<file path="src/rtl/core/trap_and_interrupt_unit_assert.svh">
// Assertion helpers for the trap and interrupt unit.
// Both forms sample on clk_i and are switched off while rst_ni is low.
`ifndef TRAP_AND_INTERRUPT_UNIT_ASSERT_SVH
`define TRAP_AND_INTERRUPT_UNIT_ASSERT_SVH

// The consequent must hold in the same cycle as the antecedent.
`define TIU_ASSERT_IMPL(label, ante, cons) \
  label: assert property (@(posedge clk_i) disable iff (!rst_ni) (ante) |-> (cons)) \
    else $error("trap_and_interrupt_unit: assertion failed");

// The consequent must hold in the cycle after the antecedent.
`define TIU_ASSERT_NEXT(label, ante, cons) \
  label: assert property (@(posedge clk_i) disable iff (!rst_ni) (ante) |=> (cons)) \
    else $error("trap_and_interrupt_unit: assertion failed");

`endif

</file>
<file path="src/rtl/core/tiu_pkg.sv">
`default_nettype none

package tiu_pkg;

  // Request operation codes.
  typedef enum logic [1:0] {
    OP_TRAP    = 2'd0,
    OP_SET_IRQ = 2'd1,
    OP_QUERY   = 2'd2,
    OP_WRITE   = 2'd3
  } tiu_op_e;

  // Configuration register indexes (byte address is four times the index).
  typedef enum logic [2:0] {
    REG_MTVEC   = 3'd0,
    REG_STVEC   = 3'd1,
    REG_IE      = 3'd2,
    REG_EDELEG  = 3'd3,
    REG_IDELEG  = 3'd4
  } tiu_reg_e;

  // Reported interrupt, highest priority first.
  typedef enum logic [2:0] {
    IRQ_NONE = 3'd0,
    IRQ_MEI  = 3'd1,
    IRQ_MSI  = 3'd2,
    IRQ_MTI  = 3'd3,
    IRQ_SEI  = 3'd4,
    IRQ_SSI  = 3'd5,
    IRQ_STI  = 3'd6
  } tiu_irq_e;

  localparam int unsigned XLEN      = 32;
  localparam int unsigned ADDR_W    = 5;

  // Privilege levels.
  localparam logic [1:0] PRIV_U     = 2'd0;
  localparam logic [1:0] PRIV_S     = 2'd1;
  localparam logic [1:0] PRIV_KEEP  = 2'd2;
  localparam logic [1:0] PRIV_M     = 2'd3;

  // mstatus bit positions.
  localparam int unsigned ST_SIE    = 1;
  localparam int unsigned ST_MIE    = 3;
  localparam int unsigned ST_SPIE   = 5;
  localparam int unsigned ST_MPIE   = 7;
  localparam int unsigned ST_SPP    = 8;
  localparam int unsigned ST_MPP_LO = 11;
  localparam int unsigned ST_MPP_HI = 12;

  // Pending bit positions.
  localparam int unsigned IP_SSI    = 1;
  localparam int unsigned IP_MSI    = 3;
  localparam int unsigned IP_MTI    = 7;
  localparam int unsigned IP_SEI    = 9;
  localparam int unsigned IP_MEI    = 11;

  localparam logic [XLEN-1:0] STATUS_RESET = 32'h0000_2000;
  localparam logic [1:0]      VEC_MODE_VECTORED = 2'b01;

  // Configuration registers as seen by the trap logic.
  typedef struct packed {
    logic [XLEN-1:0] mtvec;
    logic [XLEN-1:0] stvec;
    logic [XLEN-1:0] ie;
    logic [XLEN-1:0] edeleg;
    logic [XLEN-1:0] ideleg;
  } tiu_cfg_t;

endpackage

`default_nettype wire

</file>
<file path="src/rtl/core/tiu_cfg_regs.sv">
`default_nettype none

module tiu_cfg_regs (
  input  wire logic                          clk_i,
  input  wire logic                          rst_ni,
  input  wire logic                          psel,
  input  wire logic                          penable,
  input  wire logic                          pwrite,
  input  wire logic [tiu_pkg::ADDR_W-1:0]    paddr,
  input  wire logic [tiu_pkg::XLEN-1:0]      pwdata,
  output logic      [tiu_pkg::XLEN-1:0]      prdata,
  output logic                               pready,
  output tiu_pkg::tiu_cfg_t                  cfg_o
);
  import tiu_pkg::*;

  tiu_cfg_t cfg_q;
  tiu_cfg_t cfg_d;
  tiu_reg_e reg_idx;
  logic     wr_en;

  assign reg_idx = tiu_reg_e'(paddr[ADDR_W-1:2]);
  assign wr_en   = psel && penable && pwrite;
  assign pready  = 1'b1;

  // Write decode: addresses past the last register are ignored.
  always_comb begin
    cfg_d = cfg_q;
    if (wr_en) begin
      case (reg_idx)
        REG_MTVEC:  cfg_d.mtvec  = pwdata;
        REG_STVEC:  cfg_d.stvec  = pwdata;
        REG_IE:     cfg_d.ie     = pwdata;
        REG_EDELEG: cfg_d.edeleg = pwdata;
        REG_IDELEG: cfg_d.ideleg = pwdata;
        default:    cfg_d        = cfg_q;
      endcase
    end
  end

  // Read mux.
  always_comb begin
    case (reg_idx)
      REG_MTVEC:  prdata = cfg_q.mtvec;
      REG_STVEC:  prdata = cfg_q.stvec;
      REG_IE:     prdata = cfg_q.ie;
      REG_EDELEG: prdata = cfg_q.edeleg;
      REG_IDELEG: prdata = cfg_q.ideleg;
      default:    prdata = '0;
    endcase
  end

  always_ff @(posedge clk_i or negedge rst_ni) begin
    if (!rst_ni) begin
      cfg_q <= '0;
    end else begin
      cfg_q <= cfg_d;
    end
  end

  assign cfg_o = cfg_q;

endmodule

`default_nettype wire

</file>
<file path="src/rtl/core/trap_and_interrupt_unit.sv">
// Trap and interrupt unit for an RV32 hart with M, S and U levels.
// Requests arrive on the in_valid_i/in_ready_o channel with an operation
// code: take a trap, raise or lower one pending interrupt line, query, or
// load privilege and mstatus. Every request yields exactly one result on the
// out_valid_o/out_ready_i channel: the handler PC and target level for a
// trap, the highest-priority takeable interrupt, and the architectural
// state after the request.
// An accepted request's result is registered and shows from the next cycle on.
// One request per cycle is sustained while the receiver keeps taking
// results; the single result register is the only stage, and it is reloaded
// in the same cycle that its result is taken.
// When the receiver stalls, the result holds and in_ready_o drops until the
// result is taken; no request is lost or repeated.
// Vector bases, enables and delegation masks are written over APB (pready
// is always high); the user must do so only while no request is in flight;
// the block does not enforce this. Reset puts M mode and mstatus 0x2000 and
// clears pending bits, saved trap state, configuration registers and output.
`default_nettype none
`include "trap_and_interrupt_unit_assert.svh"

module trap_and_interrupt_unit (
  input  wire logic                       clk_i,
  input  wire logic                       rst_ni,
  // Configuration port
  input  wire logic                       psel,
  input  wire logic                       penable,
  input  wire logic                       pwrite,
  input  wire logic [tiu_pkg::ADDR_W-1:0] paddr,
  input  wire logic [tiu_pkg::XLEN-1:0]   pwdata,
  output logic      [tiu_pkg::XLEN-1:0]   prdata,
  output logic                            pready,
  // Request channel
  input  wire logic                       in_valid_i,
  output logic                            in_ready_o,
  input  wire logic [1:0]                 op_i,
  input  wire logic [tiu_pkg::XLEN-1:0]   cause_i,
  input  wire logic [tiu_pkg::XLEN-1:0]   trap_value_i,
  input  wire logic [tiu_pkg::XLEN-1:0]   current_pc_i,
  input  wire logic                       irq_level_i,
  input  wire logic [1:0]                 new_priv_i,
  input  wire logic [tiu_pkg::XLEN-1:0]   new_status_i,
  // Result channel
  output logic                            out_valid_o,
  input  wire logic                       out_ready_i,
  output logic      [tiu_pkg::XLEN-1:0]   next_pc_o,
  output logic                            to_supervisor_o,
  output logic      [2:0]                 pending_o,
  output logic      [1:0]                 privilege_o,
  output logic      [tiu_pkg::XLEN-1:0]   status_o,
  output logic      [tiu_pkg::XLEN-1:0]   pending_bits_o,
  output logic      [tiu_pkg::XLEN-1:0]   m_epc_o,
  output logic      [tiu_pkg::XLEN-1:0]   m_cause_o,
  output logic      [tiu_pkg::XLEN-1:0]   m_tval_o,
  output logic      [tiu_pkg::XLEN-1:0]   s_epc_o,
  output logic      [tiu_pkg::XLEN-1:0]   s_cause_o,
  output logic      [tiu_pkg::XLEN-1:0]   s_tval_o
);
  import tiu_pkg::*;

  // Highest-priority interrupt that the given state would take.
  function automatic logic [2:0] irq_select(
    input logic [XLEN-1:0] pend,
    input logic [XLEN-1:0] ie,
    input logic [XLEN-1:0] ideleg,
    input logic [1:0]      priv,
    input logic [XLEN-1:0] status
  );
    logic [XLEN-1:0] act;
    tiu_irq_e        code;
    act  = pend & ie;
    code = IRQ_NONE;
    if (priv == PRIV_M && !status[ST_MIE]) begin
      act = '0;
    end else if (priv == PRIV_M) begin
      act = act & ~ideleg;
    end else if (priv == PRIV_S && !status[ST_SIE]) begin
      act = act & ~ideleg;
    end
    if (act[IP_MEI]) begin
      code = IRQ_MEI;
    end else if (act[IP_MSI]) begin
      code = IRQ_MSI;
    end else if (act[IP_MTI]) begin
      code = IRQ_MTI;
    end else if (act[IP_SEI]) begin
      code = IRQ_SEI;
    end else if (act[IP_SSI]) begin
      code = IRQ_SSI;
    end else if (act != '0) begin
      code = IRQ_STI;
    end
    return code;
  endfunction

  tiu_cfg_t        cfg;

  // Architectural state.
  logic [1:0]      priv_q, priv_d;
  logic [XLEN-1:0] status_q, status_d;
  logic [XLEN-1:0] pend_q, pend_d;
  logic [XLEN-1:0] mepc_q, mepc_d, mcause_q, mcause_d, mtval_q, mtval_d;
  logic [XLEN-1:0] sepc_q, sepc_d, scause_q, scause_d, stval_q, stval_d;

  // Result register.
  logic            out_valid_q;
  logic [XLEN-1:0] npc_q, npc_d;
  logic            to_s_q, to_s_d;
  logic [2:0]      irq_q, irq_d;

  logic            in_acc;
  logic            out_acc;
  tiu_op_e         op;
  logic [XLEN-1:0] deleg_word;
  logic [XLEN-1:0] vec;
  logic [XLEN-1:0] vec_base;
  logic            delegated;
  logic            trap_level_ok;

  tiu_cfg_regs u_cfg (
    .clk_i   (clk_i),
    .rst_ni  (rst_ni),
    .psel    (psel),
    .penable (penable),
    .pwrite  (pwrite),
    .paddr   (paddr),
    .pwdata  (pwdata),
    .prdata  (prdata),
    .pready  (pready),
    .cfg_o   (cfg)
  );

  // The result register is refilled in the cycle its contents are taken.
  assign out_acc    = out_valid_q && out_ready_i;
  assign in_ready_o = !out_valid_q || out_ready_i;
  assign in_acc     = in_valid_i && in_ready_o;
  assign op         = tiu_op_e'(op_i);

  // Delegation decision: only from S or U, and only for codes below 32.
  assign deleg_word = cause_i[XLEN-1] ? cfg.ideleg : cfg.edeleg;
  assign delegated  = (priv_q == PRIV_U || priv_q == PRIV_S)
                      && (cause_i[XLEN-2:5] == '0)
                      && deleg_word[cause_i[4:0]];

  // Handler address; vectored mode only offsets interrupts.
  assign vec = delegated ? cfg.stvec : cfg.mtvec;
  always_comb begin
    vec_base = {vec[XLEN-1:2], 2'b00};
    if (vec[1:0] == VEC_MODE_VECTORED && cause_i[XLEN-1]) begin
      vec_base = vec_base + {cause_i[XLEN-3:0], 2'b00};
    end
  end

  // State update for one request.
  always_comb begin
    priv_d   = priv_q;
    status_d = status_q;
    pend_d   = pend_q;
    mepc_d   = mepc_q;
    mcause_d = mcause_q;
    mtval_d  = mtval_q;
    sepc_d   = sepc_q;
    scause_d = scause_q;
    stval_d  = stval_q;
    npc_d    = '0;
    to_s_d   = 1'b0;
    case (op)
      OP_TRAP: begin
        npc_d = vec_base;
        if (delegated) begin
          to_s_d            = 1'b1;
          sepc_d            = current_pc_i;
          scause_d          = cause_i;
          stval_d           = trap_value_i;
          status_d[ST_SPIE] = status_q[ST_SIE];
          status_d[ST_SIE]  = 1'b0;
          status_d[ST_SPP]  = (priv_q == PRIV_S);
          priv_d            = PRIV_S;
        end else begin
          mepc_d                        = current_pc_i;
          mcause_d                      = cause_i;
          mtval_d                       = trap_value_i;
          status_d[ST_MPIE]             = status_q[ST_MIE];
          status_d[ST_MIE]              = 1'b0;
          status_d[ST_MPP_HI:ST_MPP_LO] = priv_q;
          priv_d                        = PRIV_M;
        end
      end
      OP_SET_IRQ: begin
        pend_d[cause_i[4:0]] = irq_level_i;
      end
      OP_QUERY: begin
        priv_d = priv_q;
      end
      OP_WRITE: begin
        status_d = new_status_i;
        if (new_priv_i != PRIV_KEEP) begin
          priv_d = new_priv_i;
        end
      end
      default: begin
        priv_d = priv_q;
      end
    endcase
    irq_d = irq_select(pend_d, cfg.ie, cfg.ideleg, priv_d, status_d);
  end

  // State registers advance only on an accepted request.
  always_ff @(posedge clk_i or negedge rst_ni) begin
    if (!rst_ni) begin
      priv_q   <= PRIV_M;
      status_q <= STATUS_RESET;
      pend_q   <= '0;
      mepc_q   <= '0;
      mcause_q <= '0;
      mtval_q  <= '0;
      sepc_q   <= '0;
      scause_q <= '0;
      stval_q  <= '0;
    end else if (in_acc) begin
      priv_q   <= priv_d;
      status_q <= status_d;
      pend_q   <= pend_d;
      mepc_q   <= mepc_d;
      mcause_q <= mcause_d;
      mtval_q  <= mtval_d;
      sepc_q   <= sepc_d;
      scause_q <= scause_d;
      stval_q  <= stval_d;
    end
  end

  // Result valid flag.
  always_ff @(posedge clk_i or negedge rst_ni) begin
    if (!rst_ni) begin
      out_valid_q <= 1'b0;
    end else if (in_acc) begin
      out_valid_q <= 1'b1;
    end else if (out_acc) begin
      out_valid_q <= 1'b0;
    end
  end

  // Per-request result fields.
  always_ff @(posedge clk_i or negedge rst_ni) begin
    if (!rst_ni) begin
      npc_q  <= '0;
      to_s_q <= 1'b0;
      irq_q  <= '0;
    end else if (in_acc) begin
      npc_q  <= npc_d;
      to_s_q <= to_s_d;
      irq_q  <= irq_d;
    end
  end

  // The state cannot move while a result waits, so the state registers
  // themselves carry the after-request state fields of the result.
  assign out_valid_o     = out_valid_q;
  assign next_pc_o       = npc_q;
  assign to_supervisor_o = to_s_q;
  assign pending_o       = irq_q;
  assign privilege_o     = priv_q;
  assign status_o        = status_q;
  assign pending_bits_o  = pend_q;
  assign m_epc_o         = mepc_q;
  assign m_cause_o       = mcause_q;
  assign m_tval_o        = mtval_q;
  assign s_epc_o         = sepc_q;
  assign s_cause_o       = scause_q;
  assign s_tval_o        = stval_q;

  // The level held now agrees with the target reported for the last trap.
  assign trap_level_ok = to_s_q ? (priv_q == PRIV_S) : (priv_q == PRIV_M);

  // A trap lands in S exactly when reported so, otherwise in M.
  `TIU_ASSERT_NEXT(a_trap_target, in_acc && op == OP_TRAP, out_valid_q && trap_level_ok)
  // Requests other than traps report no handler address.
  `TIU_ASSERT_NEXT(a_no_trap_pc, in_acc && op != OP_TRAP, npc_q == '0 && !to_s_q)
  // A query leaves all state as it was.
  `TIU_ASSERT_NEXT(a_query_keeps, in_acc && op == OP_QUERY, $stable({status_q, priv_q, pend_q}))
  // An empty result register never blocks requests.
  `TIU_ASSERT_IMPL(a_ready_empty, !out_valid_q, in_ready_o)
  // State is frozen while a result is stalled.
  `TIU_ASSERT_NEXT(a_stall_freeze, !in_ready_o, $stable({status_q, pend_q, priv_q}))

endmodule

`default_nettype wire

</file>
<file path="config.mk">
export PLATFORM = sky130hd
export DESIGN_NAME = trap_and_interrupt_unit
export DESIGN_NICKNAME = d
export VERILOG_FILES = /design/src/rtl/core/tiu_pkg.sv /design/src/rtl/core/tiu_cfg_regs.sv /design/src/rtl/core/trap_and_interrupt_unit.sv
export VERILOG_INCLUDE_DIRS = /design/src /design/src/rtl/core
export SDC_FILE = /design/constraint.sdc
export NUM_CORES = 1
export LEC_CHECK = 0
export BUFFER_PORTS_ARGS = -buffer_cell sky130_fd_sc_hd__buf_2
export CAP_MARGIN = 30
export CORE_MARGIN = 2
export CORE_UTILIZATION = 40
export CTS_CLUSTER_DIAMETER = 50
export CTS_CLUSTER_SIZE = 12
export DETAILED_ROUTE_END_ITERATION = 6
export GPL_ROUTABILITY_DRIVEN = 0
export HOLD_SLACK_MARGIN = 0.05
export PLACE_DENSITY = 0.69
export SETUP_SLACK_MARGIN = 0.1
export SKIP_LAST_GASP = 1
export SLEW_MARGIN = 5
export SYNTH_ARGS = -nofsm -noshare
export SYNTH_HDL_FRONTEND = slang
export SYNTH_SLANG_ARGS = --single-unit
</file>
<file path="constraint.sdc">
create_clock -name clk_i -period 13.7 [get_ports clk_i]
set_input_delay 0 -clock clk_i [delete_from_list [all_inputs] [get_ports clk_i]]
set_output_delay 0 -clock clk_i [all_outputs]
set_load 0.1 [all_outputs]
</file>
==> out/summary.txt <==
Global-route usage over all layers = 27.3%
Highest clock frequency the design can meet = 0.164 GHz
CTS clk-pin slew, worst paths = 0.06 ns
Pint = 2.88 mW
Number of vias per cell after detailed routing = 5.64
Number of warnings printed during yosys synthesis = 0
Worst max-slew margin expressed relative to the limit = 28.8%
Primary flip-flop cell chosen by synthesis mapping = sky130_fd_sc_hd__dfrtp_1
Post-synth design cell area = 22,300 sq um
Met1 demand-to-capacity share in global routing = 32.9%
CTS tree = built
Crit path time final = 6.10 ns
Post-Synthesis Cells = 1,862
Final global-route overflow total = 0
Sw frac = 42.4%
Worst EP arrival = 6.61 ns
TritonCTS buffer count = 58
Depth of the worst register-to-register path = 17
Critical Setup Path Class = reg2reg
Number of antenna violations at the first check in global routing = 7
Pin count of the biggest net entering global routing = 193
Endpoint required time on the critical path = 14.21 ns
Storage element area = 11,300 sq um
TritonRoute pass-1 iters = 6
Final Hold Vio Count = 0
Vias in the first global route = 19,438
Commonest cells after routing, fill and taps aside = sky130_fd_sc_hd__buf_2 (499), sky130_fd_sc_hd__dfrtp_1 (450), sky130_fd_sc_hd__mux2_2 (402), sky130_fd_sc_hd__dlygate4sd3_1 (164), sky130_fd_sc_hd__nand2_1 (120)
Final hold slack = 0.124 ns
Flop pwr share = 33.7%
Final sum of negative setup slack = 0 ns
Area taken by multi-input logic gates = 10,300 sq um
Max Transition Viols Final = 0
Clock latency on the worst-skew pair = 0.63 ns
Run status = finished, final reports clean
Clk buf depth = 3
Setup repair after global routing missed its margin = no
Buffer type at the clock tree root = sky130_fd_sc_hd__clkbuf_16
Class of the tightest hold or removal check = in2reg
Register-to-register setup slack = 7.60 ns
MaxCap Viol Count = 0
CTS H-tree depth = 2
Endpoint of the lowest-slack register-to-register path = next_pc_o[29]
Part of the Yosys area used for sequential elements = 50.9%
Combinational group share of total power = 35.6%
Final count of negative-setup-slack endpoints = 0
Kind of start point of the critical path = register
Number of sinks handled by clock tree synthesis = 453
Count of unique library cells instantiated by Yosys = 76
Net switching component of the power = 2.13 mW
Clock tree skew after final layout = 0.0246 ns
Fraction of registers with async set or reset after synthesis = 100%
Share of final-layout standard cells stronger than drive strength 1 = 42.0%
Fraction of the cycle the final worst path needs = 44.6%
Critical Path Sink Type = register
Die footprint = 57,500 sq um
Yosys reg bits = 453
Grt peak-use layer = met2
Count of unresolved DRC violations after routing = 0
Worst Tran Pin Value = 1.07 ns
Area of the core = 55,100 sq um
Via count = 18,576
Layout overhead on the synthesized area = 31.0%
Leakage power figure = 14.1 nW
Chip Height = 240 microns
Core Rows = 86
Number of enable flip-flop cells after synthesis = 0
Post-synthesis average cell area = 12.0 sq um
IR drop worst, VDD = 161 uV
Hold-critical path depth = 4
Wire length of the first global-routing pass = 119,000 microns
1st-iter DRT viols = 1,596
Final Routed Wirelength = 79,500 microns
Most frequent standard cell in the layout excluding fill and tap cells = sky130_fd_sc_hd__buf_2
DPL Wire Length = 55,400 microns
Beginning of the worst register-to-register path = u_cfg.cfg_o[3]
Capturing element of the worst setup path = next_pc_o[29]
Launching instance or port of the critical path = u_cfg.cfg_o[3]
Maximum fanout along the worst path = 25
Wire length per cell after detailed routing = 24.1 microns
Met2 Use GR = 46.3%
Global routing met3 resource utilization = 6.80%
Fin nets = 2,712
Clock group share of total power = 30.7%
Initial Util = 40.4%
P per Cell Area = 172 nW/um^2
Horizontal die dimension = 240 microns
Total of buffers placed on input and output ports = 500
Antenna-violating nets left = 0
Fill cells = 4,731
Top-level I/O count = 506
==> kinds of logic after synthesis <==
kind of cell               count (synthesis)  share of synthesized area, %
and+or+nand+nor                          345                          7.88
buffers and inverters                    166                          3.20
muxes                                    463                          24.0
other                                      2                        0.0337
AOI/OAI and AO/OA                        379                          11.3
adders and majority gates                 33                          1.89
xor gates and xnor gates                  21                         0.826
DFF                                      453                          50.9
==> what timing repair did <==
item / CTS / global route
endpoints found under the hold margin: 466 / 0
resized for setup: 0 / 0
setup buffers: 0 / 0
hold buffers: 164 / 0
==> worst min-delay path by stage <==
stage	startpoint	slack, ns	to
2_1_floorplan	rst_ni	-0.30	m_cause_o[0]
3_3_place_gp	rst_ni	0.1	s_cause_o[27]
3_5_place_dp	rst_ni	0.11	s_cause_o[30]
4_1_cts	op_i[1]	0.08	status_o[3]
5_1_grt	new_status_i[26]	0.14	status_o[26]
6_report	cause_i[31]	0.12	next_pc_o[29]
==> cell type report <==
type                    count  share of cell area [%]
well taps                 748                    3.21
flip-flops and latches    453                    38.9
inverters                  48                   0.618
multi-input cells        1244                    35.2
repair buffers            697                    15.5
diodes                      6                  0.0515
clock inverters            31                    1.32
clock buffers              66                    5.29
==> state kept, by name, indices dropped and copies added, names as in the netlist <==
name / count
u_cfg.cfg_o: 160
to_supervisor_o: 1
pending_o: 3
s_epc_o: 32
m_cause_o: 32
s_tval_o: 32
m_tval_o: 32
pending_bits_o: 32
m_epc_o: 32
next_pc_o: 30
out_valid_o: 1
s_cause_o: 32
status_o: 32
privilege_o: 2
==> cells in the mapped netlist, types with 11 or more instances <==
master / instances / area, sq um
sky130_fd_sc_hd__buf_2: 12 / 60.1
sky130_fd_sc_hd__nor4_1: 14 / 87.6
sky130_fd_sc_hd__clkbuf_1: 75 / 282
sky130_fd_sc_hd__and3b_1: 11 / 96.3
sky130_fd_sc_hd__buf_1: 17 / 63.8
sky130_fd_sc_hd__dfrtp_1: 450 / 11300
sky130_fd_sc_hd__mux2i_1: 22 / 220
sky130_fd_sc_hd__a21boi_0: 12 / 90.1
sky130_fd_sc_hd__nor2_1: 32 / 120
sky130_fd_sc_hd__inv_1: 48 / 180
sky130_fd_sc_hd__nor2b_1: 32 / 200
sky130_fd_sc_hd__o22ai_1: 34 / 213
sky130_fd_sc_hd__nor3_1: 11 / 55.1
sky130_fd_sc_hd__nand2_1: 121 / 454
sky130_fd_sc_hd__a21oi_1: 51 / 255
sky130_fd_sc_hd__mux2_1: 26 / 293
sky130_fd_sc_hd__ha_1: 32 / 400
sky130_fd_sc_hd__o21ai_0: 104 / 521
sky130_fd_sc_hd__a22oi_1: 66 / 495
sky130_fd_sc_hd__mux2_2: 402 / 4530
sky130_fd_sc_hd__nand3_1: 58 / 290
sky130_fd_sc_hd__xnor2_1: 12 / 105
sky130_fd_sc_hd__mux4_2: 13 / 293
sky130_fd_sc_hd__a211oi_1: 11 / 82.6
==> routing by layer <==
layer / part of all wire (%) / vias to the layer above / wire length [microns]
met2: 49 / 923 / 39100
met5: 0 / - / 0
li1: - / 8158 / -
met1: 38 / 9302 / 30100
met3: 8.3 / 193 / 6610
met4: 4.7 / 0 / 3740
==> critical path: stages (launching register included) <==
cell and delay (ns):
sky130_fd_sc_hd__dfrtp_1 0.44, sky130_fd_sc_hd__mux4_2 0.54, sky130_fd_sc_hd__a221oi_1 0.31, sky130_fd_sc_hd__nor2_1 0.12, sky130_fd_sc_hd__or3_1 0.40, sky130_fd_sc_hd__o21ai_4 0.50, sky130_fd_sc_hd__buf_4 0.50, sky130_fd_sc_hd__mux2_2 0.43
sky130_fd_sc_hd__ha_1 0.41, sky130_fd_sc_hd__and4_1 0.28, sky130_fd_sc_hd__nand4_1 0.10, sky130_fd_sc_hd__or3_1 0.44, sky130_fd_sc_hd__a21o_1 0.23, sky130_fd_sc_hd__a211oi_1 0.52, sky130_fd_sc_hd__nor4b_1 0.17, sky130_fd_sc_hd__o211a_1 0.24
sky130_fd_sc_hd__nor4_1 0.27, sky130_fd_sc_hd__nor2_1 0.07
==> stage by stage <==
stage / setup WS, ns / utilization [%] / std cells / total power [mW] / area [sq um]
2_1_floorplan: 8.79 / - / 1863 / 3.02 / 22300
6_report: 7.60 / 52.9 / 3293 / 5.01 / 29200
4_1_cts: 7.69 / 52.7 / 3282 / 5.02 / 29000
3_5_place_dp: 7.48 / 46.2 / 3021 / 3.43 / 25500
5_1_grt: 7.24 / 52.9 / 3290 / 5.19 / 29200
3_3_place_gp: 7.55 / 46.2 / 3021 / 3.40 / 25500
==> power by group through the flow <==
stage / Clock [mW] / Combinational, mW / Sequential [mW]
global placement: 0 / 1.71 / 1.69
CTS: 1.56 / 1.77 / 1.68
finish: 1.54 / 1.78 / 1.69
floorplan: 0 / 0.592 / 2.43
global route: 1.62 / 1.86 / 1.71
detailed placement: 0 / 1.73 / 1.70
(Power assumes the default switching activity.)
